==> src/rtl/fsub_pkg.sv <==
`default_nettype none
package fsub_pkg;
	localparam int unsigned WordW = 32;
	localparam int unsigned ExpW = 8;
	localparam int unsigned FracW = 23;
	localparam int unsigned ManW = FracW + 1;
	localparam int unsigned SumW = ManW + 1;
	localparam int unsigned LzW = 5;
	localparam logic [ManW-1:0] HiddenBit = {1'b1, {FracW{1'b0}}};

	function automatic logic [LzW-1:0] lead_zeros(input logic [ManW-1:0] v);
		logic [LzW-1:0] n;
		logic found;
		n = '0;
		found = 1'b0;
		for (int i = ManW - 1; i >= 0; i--) begin
			if (!found && v[i]) begin
				n = LzW'(ManW - 1 - i);
				found = 1'b1;
			end
		end
		return n;
	endfunction
endpackage
`default_nettype wire

==> src/rtl/float32_subtractor.sv <==
// channel | signals                                  | direction
// in      | in_valid, in_stall, operand_a/b, enable  | word into block
// out     | out_valid, out_stall, difference         | word out of block
// Four register stages: order/align, add, leading-zero count, normalize.
// One word per cycle while out_stall does not hold the pipeline.
// arst_n clears all stage valid bits; payload registers are not reset.
// out_stall holds a full pipeline; empty stages keep taking words.
`default_nettype none
module float32_subtractor import fsub_pkg::*; (
	input  wire logic             clk,
	input  wire logic             arst_n,
	input  wire logic             in_valid,
	output logic                  in_stall,
	input  wire logic [WordW-1:0] operand_a,
	input  wire logic [WordW-1:0] operand_b,
	input  wire logic             enable,
	output logic                  out_valid,
	input  wire logic             out_stall,
	output logic [WordW-1:0]      difference
);
	logic v_s1, v_s2, v_s3, v_s4;
	logic adv1, adv2, adv3, adv4;
	assign adv4 = !v_s4 || !out_stall;
	assign adv3 = !v_s3 || adv4;
	assign adv2 = !v_s2 || adv3;
	assign adv1 = !v_s1 || adv2;
	assign in_stall = !adv1;

	// stage 1: order and align
	logic a_big, sign_b, rsign_c, eff_sub_c;
	logic [WordW-1:0] big, sml;
	logic [ExpW-1:0] ediff;
	logic [ManW-1:0] aligned;
	assign sign_b = ~operand_b[WordW-1];
	assign a_big = operand_a[WordW-2:0] > operand_b[WordW-2:0];
	assign big = a_big ? operand_a : operand_b;
	assign sml = a_big ? operand_b : operand_a;
	assign rsign_c = a_big ? operand_a[WordW-1] : sign_b;
	assign eff_sub_c = operand_a[WordW-1] != sign_b;
	assign ediff = big[WordW-2:FracW] - sml[WordW-2:FracW];
	assign aligned = (ediff >= ExpW'(ManW)) ? '0 :
		((HiddenBit | {1'b0, sml[FracW-1:0]}) >> ediff);

	logic en_s1, sign_s1, sub_s1;
	logic [ExpW-1:0] e_s1;
	logic [ManW-1:0] mb_s1, ms_s1;
	always_ff @(posedge clk or negedge arst_n) begin
		if (!arst_n) v_s1 <= 1'b0;
		else if (adv1) v_s1 <= in_valid;
	end
	always_ff @(posedge clk) begin
		if (adv1 && in_valid) begin
			en_s1 <= enable;
			sign_s1 <= rsign_c;
			sub_s1 <= eff_sub_c;
			e_s1 <= big[WordW-2:FracW];
			mb_s1 <= HiddenBit | {1'b0, big[FracW-1:0]};
			ms_s1 <= aligned;
		end
	end

	// stage 2: add
	logic en_s2, sign_s2;
	logic [ExpW-1:0] e_s2;
	logic [SumW-1:0] sum_s2;
	always_ff @(posedge clk or negedge arst_n) begin
		if (!arst_n) v_s2 <= 1'b0;
		else if (adv2) v_s2 <= v_s1;
	end
	always_ff @(posedge clk) begin
		if (adv2 && v_s1) begin
			en_s2 <= en_s1;
			sign_s2 <= sign_s1;
			e_s2 <= e_s1;
			sum_s2 <= sub_s1 ? ({1'b0, mb_s1} - {1'b0, ms_s1})
				: ({1'b0, mb_s1} + {1'b0, ms_s1});
		end
	end

	// stage 3: leading zeros
	logic en_s3, sign_s3;
	logic [ExpW-1:0] e_s3;
	logic [SumW-1:0] sum_s3;
	logic [LzW-1:0] lz_s3;
	always_ff @(posedge clk or negedge arst_n) begin
		if (!arst_n) v_s3 <= 1'b0;
		else if (adv3) v_s3 <= v_s2;
	end
	always_ff @(posedge clk) begin
		if (adv3 && v_s2) begin
			en_s3 <= en_s2;
			sign_s3 <= sign_s2;
			e_s3 <= e_s2;
			sum_s3 <= sum_s2;
			lz_s3 <= lead_zeros(sum_s2[ManW-1:0]);
		end
	end

	// stage 4: normalize
	logic [WordW-1:0] res_c;
	logic [ManW-1:0] shifted;
	assign shifted = sum_s3[ManW-1:0] << lz_s3;
	always_comb begin
		if (!en_s3 || sum_s3 == '0) begin
			res_c = '0;
		end else if (sum_s3[SumW-1]) begin
			res_c = {sign_s3, e_s3 + ExpW'(1), sum_s3[FracW:1]};
		end else if (ExpW'(lz_s3) > e_s3) begin
			res_c = {sign_s3, {(WordW-1){1'b0}}};
		end else begin
			res_c = {sign_s3, e_s3 - ExpW'(lz_s3), shifted[FracW-1:0]};
		end
	end

	logic [WordW-1:0] res_s4;
	always_ff @(posedge clk or negedge arst_n) begin
		if (!arst_n) v_s4 <= 1'b0;
		else if (adv4) v_s4 <= v_s3;
	end
	always_ff @(posedge clk) begin
		if (adv4 && v_s3) res_s4 <= res_c;
	end
	assign out_valid = v_s4;
	assign difference = res_s4;

	a_hold: assert property (@(posedge clk) disable iff (!arst_n)
		out_valid && out_stall |=> out_valid && $stable(difference))
		else $error("output word changed under stall");
	a_nostall: assert property (@(posedge clk) disable iff (!arst_n)
		!out_valid |-> !in_stall)
		else $error("input stalled with empty output");
	a_zero: assert property (@(posedge clk) disable iff (!arst_n)
		v_s3 && adv4 && !en_s3 |=> difference == '0)
		else $error("disabled word not zero");
endmodule
`default_nettype wire

==> config.mk <==
export PLATFORM = sky130hd
export DESIGN_NAME = float32_subtractor
export DESIGN_NICKNAME = d
export VERILOG_FILES = /design/src/rtl/fsub_pkg.sv /design/src/rtl/float32_subtractor.sv
export SDC_FILE = /design/constraint.sdc
export NUM_CORES = 1
export LEC_CHECK = 0
export ABC_AREA = 1
export BUFFER_PORTS_ARGS = -buffer_cell sky130_fd_sc_hd__buf_4
export CELL_PAD_IN_SITES_DETAIL_PLACEMENT = 1
export CELL_PAD_IN_SITES_GLOBAL_PLACEMENT = 2
export CORE_MARGIN = 8
export CORE_UTILIZATION = 25
export CTS_CLUSTER_SIZE = 16
export DETAILED_ROUTE_END_ITERATION = 7
export PLACE_DENSITY = 0.6
export SLEW_MARGIN = 20
export SYNTH_ARGS = -nofsm -noshare
export SYNTH_HDL_FRONTEND = slang
export SYNTH_SLANG_ARGS = --single-unit
==> constraint.sdc <==
create_clock -name clk -period 10.95 [get_ports clk]
set_clock_uncertainty 0.1 [all_clocks]
set_input_delay 0.5475 -clock clk [delete_from_list [all_inputs] [get_ports clk]]
set_output_delay 0.5475 -clock clk [all_outputs]
set_load 0.1 [all_outputs]
==> impl_metrics.yaml, run 1 <==
critical_path:
  cpMostUsedCell: "nand2_1"
  required_ns: 11.03
  worst-setup-path-type: "input pin to flip-flop"
  crit_slowest_cell: "clkinv_1"
  cp-end-kind: "flip-flop"
  crit_family: "simple AND/OR/NAND/NOR gates"
  arrival_ns: 5.13
  cp_cell_sequence: "buf_4, inv_1, ha_1, buf_4, nand3_1, nor3_2, nand2_1, nand2_1, nand2_2, nand2_1, o211ai_1, ha_1, clkinv_1, nand4_1, nand3_1, a21oi_1, nor2_1"
  critPathMaxStageDelay_ns: 0.94
  critPathLaunchType: "input pin"
  cp_num_buf_inv: 4
  cp_max_fo: 29
  rrSetupSlack_ns: 6.46
routing:
  first_pass_iters: 5
  wire_per_inst_um: 17.6
  wirelength_um: 39300
  ant_nets: 0
  viasPerCell: 4.68
  num_vias: 10422
  dr.first_iter.drc_count: 440
  drc: 0
grt:
  antenna_found_initial: 2
  grt_usage_pct: 14.1
  grt_pass1_wl_um: 62100
  grt_start_max_net_pins: 74
  grt_pass1_vias: 10909
  overflow: 0
timing:
  setup_tns_ns: 0
  finalWorstSetupSlack_ns: 5.91
  maxSlewHeadroom_pct: 35.1
  rsz0062_at_grt: "false"
  worstMarginPinSlew_ns: 0.970
  finalHoldViolations: 0
  period_minus_slack_ns: 5.04
  max_freq_mhz: 198
  slew_violations: 0
  finalSetupViolations: 0
  post-route-period-util_pct: 46.1
  worst_hold_slack_ns: 0.199
cells_and_area:
  drive_gt1_share_pct: 11.2
  antennaDiodeCount: 0
  fill_cells: 5784
  nNetsFinal: 1731
  area_delta_synth_final_pct: 16.9
  seq_area_mm2: 0.00505
  multiInputGateArea_mm2: 0.00596
  final_util_pct: 29.4
placement:
  place_congestion: 0.833
  dp_hpwl_um: 32100
  io_buffers: 102
  preCtsSetupSlack_ns: 5.45
cts:
  ctsHoldBuffers: 1
  cts_sinks: 169
  post_cts_buffers: 0
  htreeDepth: 4
  root_buffer: "clkbuf_16"
  clk_pin_slew_ns: 0.07
  postCtsResizedCells: 0
  cts_tree: "built"
  clkLatencyLatePin_ns: 0.44
  clockBufferDepth: 2
  cts_buffers: 17
pwr:
  pwr-share-comb_pct: 40.9
  p_int_w: 0.00149
  clkPwrFrac_pct: 22.1
  leakage_nw: 6.18
  power.density_mw_per_mm2: 186
  p_seq_share_pct: 37.0
  ir_drop_uv: 95.0
  switching_share_pct: 42.7
  p_sw_w: 0.00111
floorplan:
  die_h_um: 235
  die_x_um: 235
  rows: 80
  start_util_pct: 25.2
  die_area_mm2: 0.0551
  core_region_area_mm2: 0.0474
  io_pins: 103
synth:
  synth_area_per_cell_um2: 7.84
  synthesis.area_mm2: 0.0120
  async_reset_ff_share_pct: 2.37
  yosys_most_used_dff: "edfxtp_1"
  synthTopCellsByArea: "edfxtp_1 (41%), nand2_1 (13%), ha_1 (6.5%)"
  synthCells: 1525
  synth-seq-cells: 169
  seq_area_frac_synth_pct: 42.3
  synth_top_area_share_pct: 41.5
  synth_top_area_cell: "edfxtp_1"
  synth_edf_count: 165
  yosysUniqueCellTypes: 49
  syn-num-nets: 1658
  yosys_warnings: 0
run_status:
  outcome: "completed"
job:
  maxCapViolations: 0
worst_hold_path:
  hold_path_class: "input pin to flip-flop"
[per-layer routing]
metal / GRT usage, % / routed length (um)
met5: 0 / 0
met3: 1.92 / 854
met4: 4.34 / 837
met1: 16.9 / 17600
met2: 25.8 / 20000
[layout make-up]
type / count / share of cell area [%]
Clock buffer: 18 / 3.14
Clock inverter: 14 / 0.967
Inverter: 187 / 5.02
Multi-Input combinational cell: 1105 / 42.7
Sequential cell: 169 / 36.2
Tap cell: 615 / 5.51
Timing Repair Buffer: 118 / 6.50
[power groups by stage]
stage | Clock (W) | Combinational [W] | Sequential, W
6_report | 0.000574 | 0.00106 | 0.000959
5_1_grt | 0.000619 | 0.00119 | 0.000975
4_1_cts | 0.000597 | 0.00108 | 0.000963
3_5_place_dp | 0 | 0.00107 | 0.000977
3_3_place_gp | 0 | 0.00107 | 0.000974
2_1_floorplan | 0 | 0.000631 | 0.00109
[through the flow]
| step | total power, W | cell area [um2] | std cells |
|---|---|---|---|
| finish | 0.00259 | 14000 | 2226 |
| global route | 0.00278 | 14000 | 2226 |
| global placement | 0.00204 | 13400 | 2192 |
| CTS | 0.00264 | 13900 | 2225 |
| detailed placement | 0.00205 | 13400 | 2192 |
| floorplan | 0.00172 | 12000 | 1525 |
[state kept, by name, indices dropped and copies added, names as in the netlist, 8 cells and up]
register / count
mb_s1: 23
e_s3: 8
sum_s2: 25
difference: 32
sum_s3: 25
e_s1: 8
e_s2: 8
ms_s1: 24
[placed cells by master, fill, tap and decap left out, drive strengths merged, types with 4 or more instances in the layout]
master	instances
o21ai	138
inv	190
xnor2	21
mux2i	12
a21oi	98
nand3	123
or2	4
nor3	18
edfxtp	165
a31oi	7
nand4	41
xor2	34
nor2	90
nor4	9
a22oi	4
clkinv	8
clkbuf	18
dfrtp	4
o211ai	9
ha	62
buf	117
o41ai	4
nand2	411
[cells in the mapped netlist, types with 4 or more instances]
cell type  number
nand2_1       403
inv_1         179
edfxtp_1      165
o21ai_0       137
nand3_1       122
a21oi_1        95
nor2_1         88
ha_1           62
clkbuf_1       46
nand4_1        41
xor2_1         34
xnor2_1        21
nor3_1         17
buf_2          13
mux2i_1        12
nor4_1          8
o211ai_1        8
a31oi_1         7
nand2_2         7
inv_2           5
a22oi_1         4
dfrtp_1         4
o41ai_1         4
or2_2           4
[worst paths after layout]
| path | startpoint | end | cells after the start |
|---|---|---|---|
| worst min-delay path | enable | en_s1$_DFFE_PP_ | 1 |
| worst min register to register | en_s2$_DFFE_PP_ | en_s3$_DFFE_PP_ | 0 |
| min in group asynchronous | arst_n | v_s2$_DFFE_PN0P_ | 2 |
| max in group asynchronous | arst_n | v_s1$_DFFE_PN0N_ | 2 |
| worst max-delay path | operand_b[23] | ms_s1[11]$_SDFFCE_PP0P_ | 17 |
| worst max register to register | ms_s1[2]$_SDFFCE_PP0P_ | sum_s2[24]$_DFFE_PP_ | 20 |
[worst reg2reg max path: stages, from the launching register on]
cell and delay, ns:
edfxtp_1 0.47, nor3_1 0.28, nand3_1 0.15, nor3_1 0.24
nand2_1 0.13, nor3_1 0.23, nand2_1 0.11, nor2_1 0.10
inv_1 0.06, o21ai_0 0.36, xnor2_1 0.19, inv_1 0.06
ha_1 0.33, a21oi_1 0.14, a21boi_0 0.32, o21ai_0 0.19
a21boi_0 0.31, o21ai_0 0.18, nand2_1 0.09, nand2_1 0.06
xor2_1 0.14
[cells by family (layout without fill, tap and decap cells)]
family / count (synthesis) / in the layout / synth area share (%)
buffers and inverters: 251 / 337 / 8.15
and+or+nand+nor: 698 / 698 / 25.1
adders and majority gates: 64 / 64 / 6.83
DFF: 169 / 169 / 42.3
AOI/OAI and AO/OA: 276 / 276 / 12.6
xor gates and xnor gates: 55 / 55 / 4.03
muxes: 12 / 12 / 1.01
Power figures use the tool's default switching activity.
==> inputs of run 2 (changes only) <==
==> constraint.sdc (replaced) <==
create_clock -name clk -period 5 [get_ports clk]
set_clock_uncertainty 0.1 [all_clocks]
set_input_delay 0.25 -clock clk [delete_from_list [all_inputs] [get_ports clk]]
set_output_delay 0.25 -clock clk [all_outputs]
set_load 0.1 [all_outputs]
==> run 2 against run 1 <==
  * Critical path depth grew 3
  * Global-route usage is essentially flat
  * Sequential power grew 120%
  * Critical path type is now flip-flop to flip-flop
  * Largest power group unchanged
==> impl_metrics.yaml, run 2 (same netlist as run 1, synthesis figures left out) <==
timing:
  rsz0062_at_grt: "false"
  finalSetupViolations: 0
  setup_tns_ns: 0
  finalHoldViolations: 0
  maxSlewHeadroom_pct: 34.1
  slew_violations: 0
  post-route-period-util_pct: 89.3
  finalWorstSetupSlack_ns: 0.536
  max_freq_mhz: 224
  period_minus_slack_ns: 4.46
  worstMarginPinSlew_ns: 0.985
floorplan:
  die_area_mm2: 0.0551
  die_h_um: 235
  core_region_area_mm2: 0.0474
  die_x_um: 235
  io_pins: 103
  rows: 80
  start_util_pct: 25.2
cells_and_area:
  largest_register_ffs: 32
  drive_gt1_share_pct: 11.6
  antennaDiodeCount: 0
  nNetsFinal: 1748
  area_delta_synth_final_pct: 18.7
  post-route-cell-area_mm2: 0.0142
  fill_cells: 5766
  final_common_cell: "nand2_1"
  layout_common_cells: "nand2_1 (403), inv_1 (179), edfxtp_1 (165)"
  final_util_pct: 29.9
grt:
  grt_pass1_vias: 11084
  grt_pass1_wl_um: 62000
  grt_usage_pct: 14.1
  overflow: 0
  antenna_found_initial: 1
  grt_start_max_net_pins: 81
pwr:
  power.density_mw_per_mm2: 413
  ir_drop_uv: 252
  p_total_w: 0.00585
  leakage_nw: 6.29
critical_path:
  crit_start: "ms_s1[2]$_SDFFCE_PP0P_"
  cp-end-kind: "flip-flop"
  crit_slowest_cell: "edfxtp_1"
  crit_family: "compound AO/OA/AOI/OAI gates"
  critPathMaxStageDelay_ns: 0.49
  required_ns: 5.09
  cp_max_fo: 4
  reg2reg_from: "ms_s1[2]$_SDFFCE_PP0P_"
  worst-setup-path-type: "flip-flop to flip-flop"
  cp_num_buf_inv: 1
  cp_cell_sequence: "nor3_1, nand3_1, nor3_1, nand2_1, nand2_1, xnor2_1, inv_1, ha_1, a21oi_1, o21ai_0, o21bai_1, a21boi_0, o21ai_0, a21boi_0, o21ai_0, a21boi_0, o21ai_0, nand2_1, nand2_1, xor2_1"
  critPathLaunchType: "flip-flop"
  arrival_ns: 4.55
cts:
  clkLatencyLatePin_ns: 0.45
  root_buffer: "clkbuf_16"
  cts_buffers: 17
  clockBufferDepth: 2
  clk_pin_slew_ns: 0.07
  cts_tree: "built"
  htreeDepth: 4
  post_cts_buffers: 0
  cts_sinks: 169
placement:
  io_buffers: 102
  place_congestion: 0.827
  preCtsSetupSlack_ns: 0.396
  dpl_cell_area_mm2: 0.0134
  dp_hpwl_um: 32300
run_status:
  outcome: "completed"
routing:
  ant_nets: 0
  dr.first_iter.drc_count: 368
  wirelength_um: 39100
  drc: 0
  num_vias: 10393
  wire_per_inst_um: 17.4
  first_pass_iters: 5
  viasPerCell: 4.63
job:
  maxCapViolations: 0
worst_hold_path:
  hold_path_class: "input pin to flip-flop"
  min_from: "operand_b[31]"
-- run 2: final cells by class --
cell class	instances	area, um2	area share [%]
inverter	187	702	4.95
sequential	169	5050	35.6
tap	615	769	5.43
clock buffer	17	425	3.00
clock inverter	15	200	1.41
timing repair buffer	135	1070	7.54
multi-input combinational	1105	5960	42.0
-- run 2: per-stage QoR --
stage | hold slack (ns) | instances
floorplan | -0.146 | 1525
global placement | -0.0513 | 2201
detailed placement | -0.0497 | 2201
CTS | 0.00544 | 2242
global route | 0.0109 | 2243
finish | 0.0232 | 2243
-- run 2: power breakdown --
| part | internal, W | switching (W) | total (W) | leakage (nW) |
|---|---|---|---|---|
| Combinational | 0.000705 | 0.00164 | 0.00235 | 4.32 |
| Clock | 0.000766 | 0.000632 | 0.00140 | 0.304 |
| Sequential | 0.00191 | 0.000197 | 0.00211 | 1.67 |
| Total | 0.00338 | 0.00247 | 0.00585 | 6.29 |
-- run 2: worst reg2reg max path: stages (launching register included) --
cell      delay, ns
edfxtp_1       0.49
nor3_1         0.31
nand3_1        0.15
nor3_1         0.23
nand2_1        0.12
nand2_1        0.09
xnor2_1        0.11
inv_1          0.06
ha_1           0.33
a21oi_1        0.14
o21ai_0        0.08
o21bai_1       0.19
a21boi_0       0.32
o21ai_0        0.19
a21boi_0       0.31
o21ai_0        0.18
a21boi_0       0.33
o21ai_0        0.19
nand2_1        0.09
nand2_1        0.06
xor2_1         0.14
-- run 2: repair_timing --
item,CTS,global route
hold buffers,9,0
hold endpoints to repair,10,0
setup endpoints to repair,0,1
gates resized for setup,0,1
-- run 2: path summary, 6_finish.rpt --
path                                   endpoint  slack, ns  cells after the start
max                        sum_s2[24]$_DFFE_PP_       0.54                     20
min                            sub_s1$_DFFE_PP_       0.02                      2
max reg2reg                sum_s2[24]$_DFFE_PP_       0.54                     20
min reg2reg                   e_s3[7]$_DFFE_PP_       0.32                      0
max in group asynchronous      v_s2$_DFFE_PN0P_       4.03                      3
min in group asynchronous      v_s3$_DFFE_PN0P_       0.60                      3
-- run 2: layer usage --
metal	share of wire, %	GRT usage (%)
met3	2.6	2.22
met5	0	0
met2	52	26.1
met1	44	16.6
met4	2.0	4.25
==> inputs of run 3 (changes only) <==
--- a/config.mk
+++ b/config.mk
@@ -6,14 +6,14 @@
 export NUM_CORES = 1
 export LEC_CHECK = 0
 export ABC_AREA = 1
-export BUFFER_PORTS_ARGS = -buffer_cell sky130_fd_sc_hd__buf_4
 export CELL_PAD_IN_SITES_DETAIL_PLACEMENT = 1
 export CELL_PAD_IN_SITES_GLOBAL_PLACEMENT = 2
 export CORE_MARGIN = 8
 export CORE_UTILIZATION = 25
 export CTS_CLUSTER_SIZE = 16
 export DETAILED_ROUTE_END_ITERATION = 7
-export PLACE_DENSITY = 0.6
+export DONT_BUFFER_PORTS = 1
+export PLACE_DENSITY = 0.56
 export SLEW_MARGIN = 20
 export SYNTH_ARGS = -nofsm -noshare
 export SYNTH_HDL_FRONTEND = slang
==> run 3 against run 2 <==
  * Sequential share of layout area up 1.6 points
  * First-iteration DRC count up 14%
  * Global-route usage up 0.085 points
  * Flip-flop and latch count unchanged
  * Cell area down 4.3%
  * Via count down 2.1%
  * Cell count down 3.7%
  * Maximum frequency up 2.2%
  * Largest cell class unchanged
==> impl_metrics.yaml, run 3 (same netlist as run 1, synthesis figures left out) <==
critical_path:
  cpMostUsedCell: "nand2_1"
  arrival_ns: 4.43
  required_ns: 5.06
  reg2reg_from: "sub_s1$_DFFE_PP_"
  critPathMaxStageDelay_ns: 0.36
  cp-end-kind: "flip-flop"
  critPathLaunchType: "flip-flop"
  rrSetupSlack_ns: 0.63
  worst-setup-path-type: "flip-flop to flip-flop"
  reg2reg_to: "sum_s2[24]$_DFFE_PP_"
  cp_cell_sequence: "buf_4, inv_1, nand2_1, xnor2_1, inv_1, ha_1, nand2_1, o211ai_1, nand3_1, o21bai_1, a21boi_0, o21ai_0, a21boi_0, o21ai_0, a21boi_0, o21ai_0, nand2_1, nand2_1, xor2_1"
  crit_slowest_cell: "edfxtp_1"
  rr_worst_depth: 19
  cp_max_fo: 14
floorplan:
  die_h_um: 235
  start_util_pct: 25.2
  io_pins: 103
  die_x_um: 235
  rows: 80
  core_region_area_mm2: 0.0474
  die_area_mm2: 0.0551
timing:
  post-route-period-util_pct: 87.3
  slew_violations: 0
  finalSetupViolations: 0
  rsz0062_at_grt: "false"
  period_minus_slack_ns: 4.37
  setup_tns_ns: 0
  finalHoldViolations: 0
  worstMarginPinSlew_ns: 0.978
  max_freq_mhz: 229
  maxSlewHeadroom_pct: 34.8
  finalWorstSetupSlack_ns: 0.634
worst_hold_path:
  hold_path_class: "input pin to flip-flop"
  holdPathEnd: "mb_s1[8]$_DFFE_PP_"
  min_from: "operand_b[8]"
  holdPathStages: 2
run_status:
  outcome: "completed"
routing:
  viasPerCell: 4.71
  num_vias: 10171
  wirelength_um: 39400
  dr.first_iter.drc_count: 419
  drc: 0
  ant_nets: 0
  first_pass_iters: 4
  wire_per_inst_um: 18.3
grt:
  antenna_found_initial: 2
  grt_start_max_net_pins: 59
  grt_usage_pct: 14.2
  overflow: 0
  grt_pass1_wl_um: 62000
  grt_pass1_vias: 10706
cells_and_area:
  post-route-cell-area_mm2: 0.0136
  final_util_pct: 28.6
  fill_cells: 5743
  antennaDiodeCount: 0
  nNetsFinal: 1666
  layout_common_cells: "nand2_1 (403), inv_1 (179), edfxtp_1 (165)"
  drive_gt1_share_pct: 5.69
  final_common_cell: "nand2_1"
  layoutNonFillerInstCount: 2161
  area_delta_synth_final_pct: 13.6
  largest_register_ffs: 32
placement:
  preCtsSetupSlack_ns: 0.564
  place_congestion: 0.794
  dpl_cell_area_mm2: 0.0127
  numPlacedInstances: 2100
  dp_hpwl_um: 32200
  io_buffers: 0
cts:
  cts_sinks: 169
  htreeDepth: 4
  postCtsResizedCells: 0
  clockBufferDepth: 2
  cts_tree: "built"
  root_buffer: "clkbuf_16"
  clkLatencyLatePin_ns: 0.44
  cts_buffers: 17
  clk_pin_slew_ns: 0.07
job:
  maxCapViolations: 0
pwr:
  power.density_mw_per_mm2: 420
  ir_drop_uv: 219
  leakage_nw: 5.86
==> run 3: changes by cell type in the layout (fill, tap and decap cells not counted), moves of 2 or more <==
cell / before / now
clkinv_8: 2 / 0
dlygate4sd3_1: 9 / 28
buf_4: 124 / 24
clkinvlp_4: 1 / 3
inv_8: 5 / 3
clkbuf_1: 0 / 2
==> run 3: cell type report <==
type | count | area (um2) | area share, %
clock inverter | 13 | 160 | 1.18
timing repair buffer | 53 | 488 | 3.59
clock buffer | 19 | 433 | 3.19
tap | 615 | 769 | 5.67
multi-input combinational | 1105 | 5970 | 44.0
sequential | 169 | 5050 | 37.2
inverter | 187 | 702 | 5.17
==> run 3: metrics by stage <==
| stage | total power, W | hold slack, ns |
|---|---|---|
| 6_report | 0.00570 | 0.0323 |
| 5_1_grt | 0.00610 | 0.0241 |
| 4_1_cts | 0.00580 | 0.00567 |
| 3_5_place_dp | 0.00441 | -0.145 |
| 3_3_place_gp | 0.00440 | -0.145 |
| 2_1_floorplan | 0.00376 | -0.146 |
==> run 3: critical path, delay by kind of cell (launching register included) <==
| family | cells | cell delay [ns] |
|---|---|---|
| DFF | 1 | 0.36 |
| AOI/OAI and AO/OA | 8 | 1.94 |
| adders and majority gates | 1 | 0.36 |
| and+or+nand+nor | 5 | 0.51 |
| xor gates and xnor gates | 2 | 0.23 |
| buffers and inverters | 3 | 0.55 |
==> run 3: power by group <==
group          internal, W  switching, W  total (W)
clock network     0.000752      0.000584    0.00134
logic             0.000627       0.00129    0.00192
registers          0.00191      0.000532    0.00244
==> run 3: layer usage <==
| layer | track usage [%] | up-vias | part of all wire [%] |
|---|---|---|---|
| met5 | 0 | - | 0 |
| met4 | 3.89 | 0 | 1.6 |
| met3 | 2.40 | 30 | 3.0 |
| met2 | 26.2 | 114 | 51 |
| met1 | 16.8 | 4844 | 44 |
| li1 | - | 5183 | - |
==> run 3: worst max-delay path by stage <==
| stage | startpoint | endpoint | slack (ns) |
|---|---|---|---|
| after floorplan | out_valid$_DFFE_PN0P_ | e_s1[0]$_DFFE_PP_ | 0.1 |
| after global placement | sub_s1$_DFFE_PP_ | sum_s2[24]$_DFFE_PP_ | 0.64 |
| after detailed placement | sub_s1$_DFFE_PP_ | sum_s2[24]$_DFFE_PP_ | 0.56 |
| after CTS | sub_s1$_DFFE_PP_ | sum_s2[24]$_DFFE_PP_ | 0.54 |
| after global routing | ms_s1[2]$_SDFFCE_PP0P_ | sum_s2[24]$_DFFE_PP_ | 0.08 |
| final | sub_s1$_DFFE_PP_ | sum_s2[24]$_DFFE_PP_ | 0.63 |
==> run 3: timing repair <==
action | in CTS | in global routing
hold buffers | 27 | 1
hold endpoints to repair | 24 | 3
setup buffers | 0 | 0
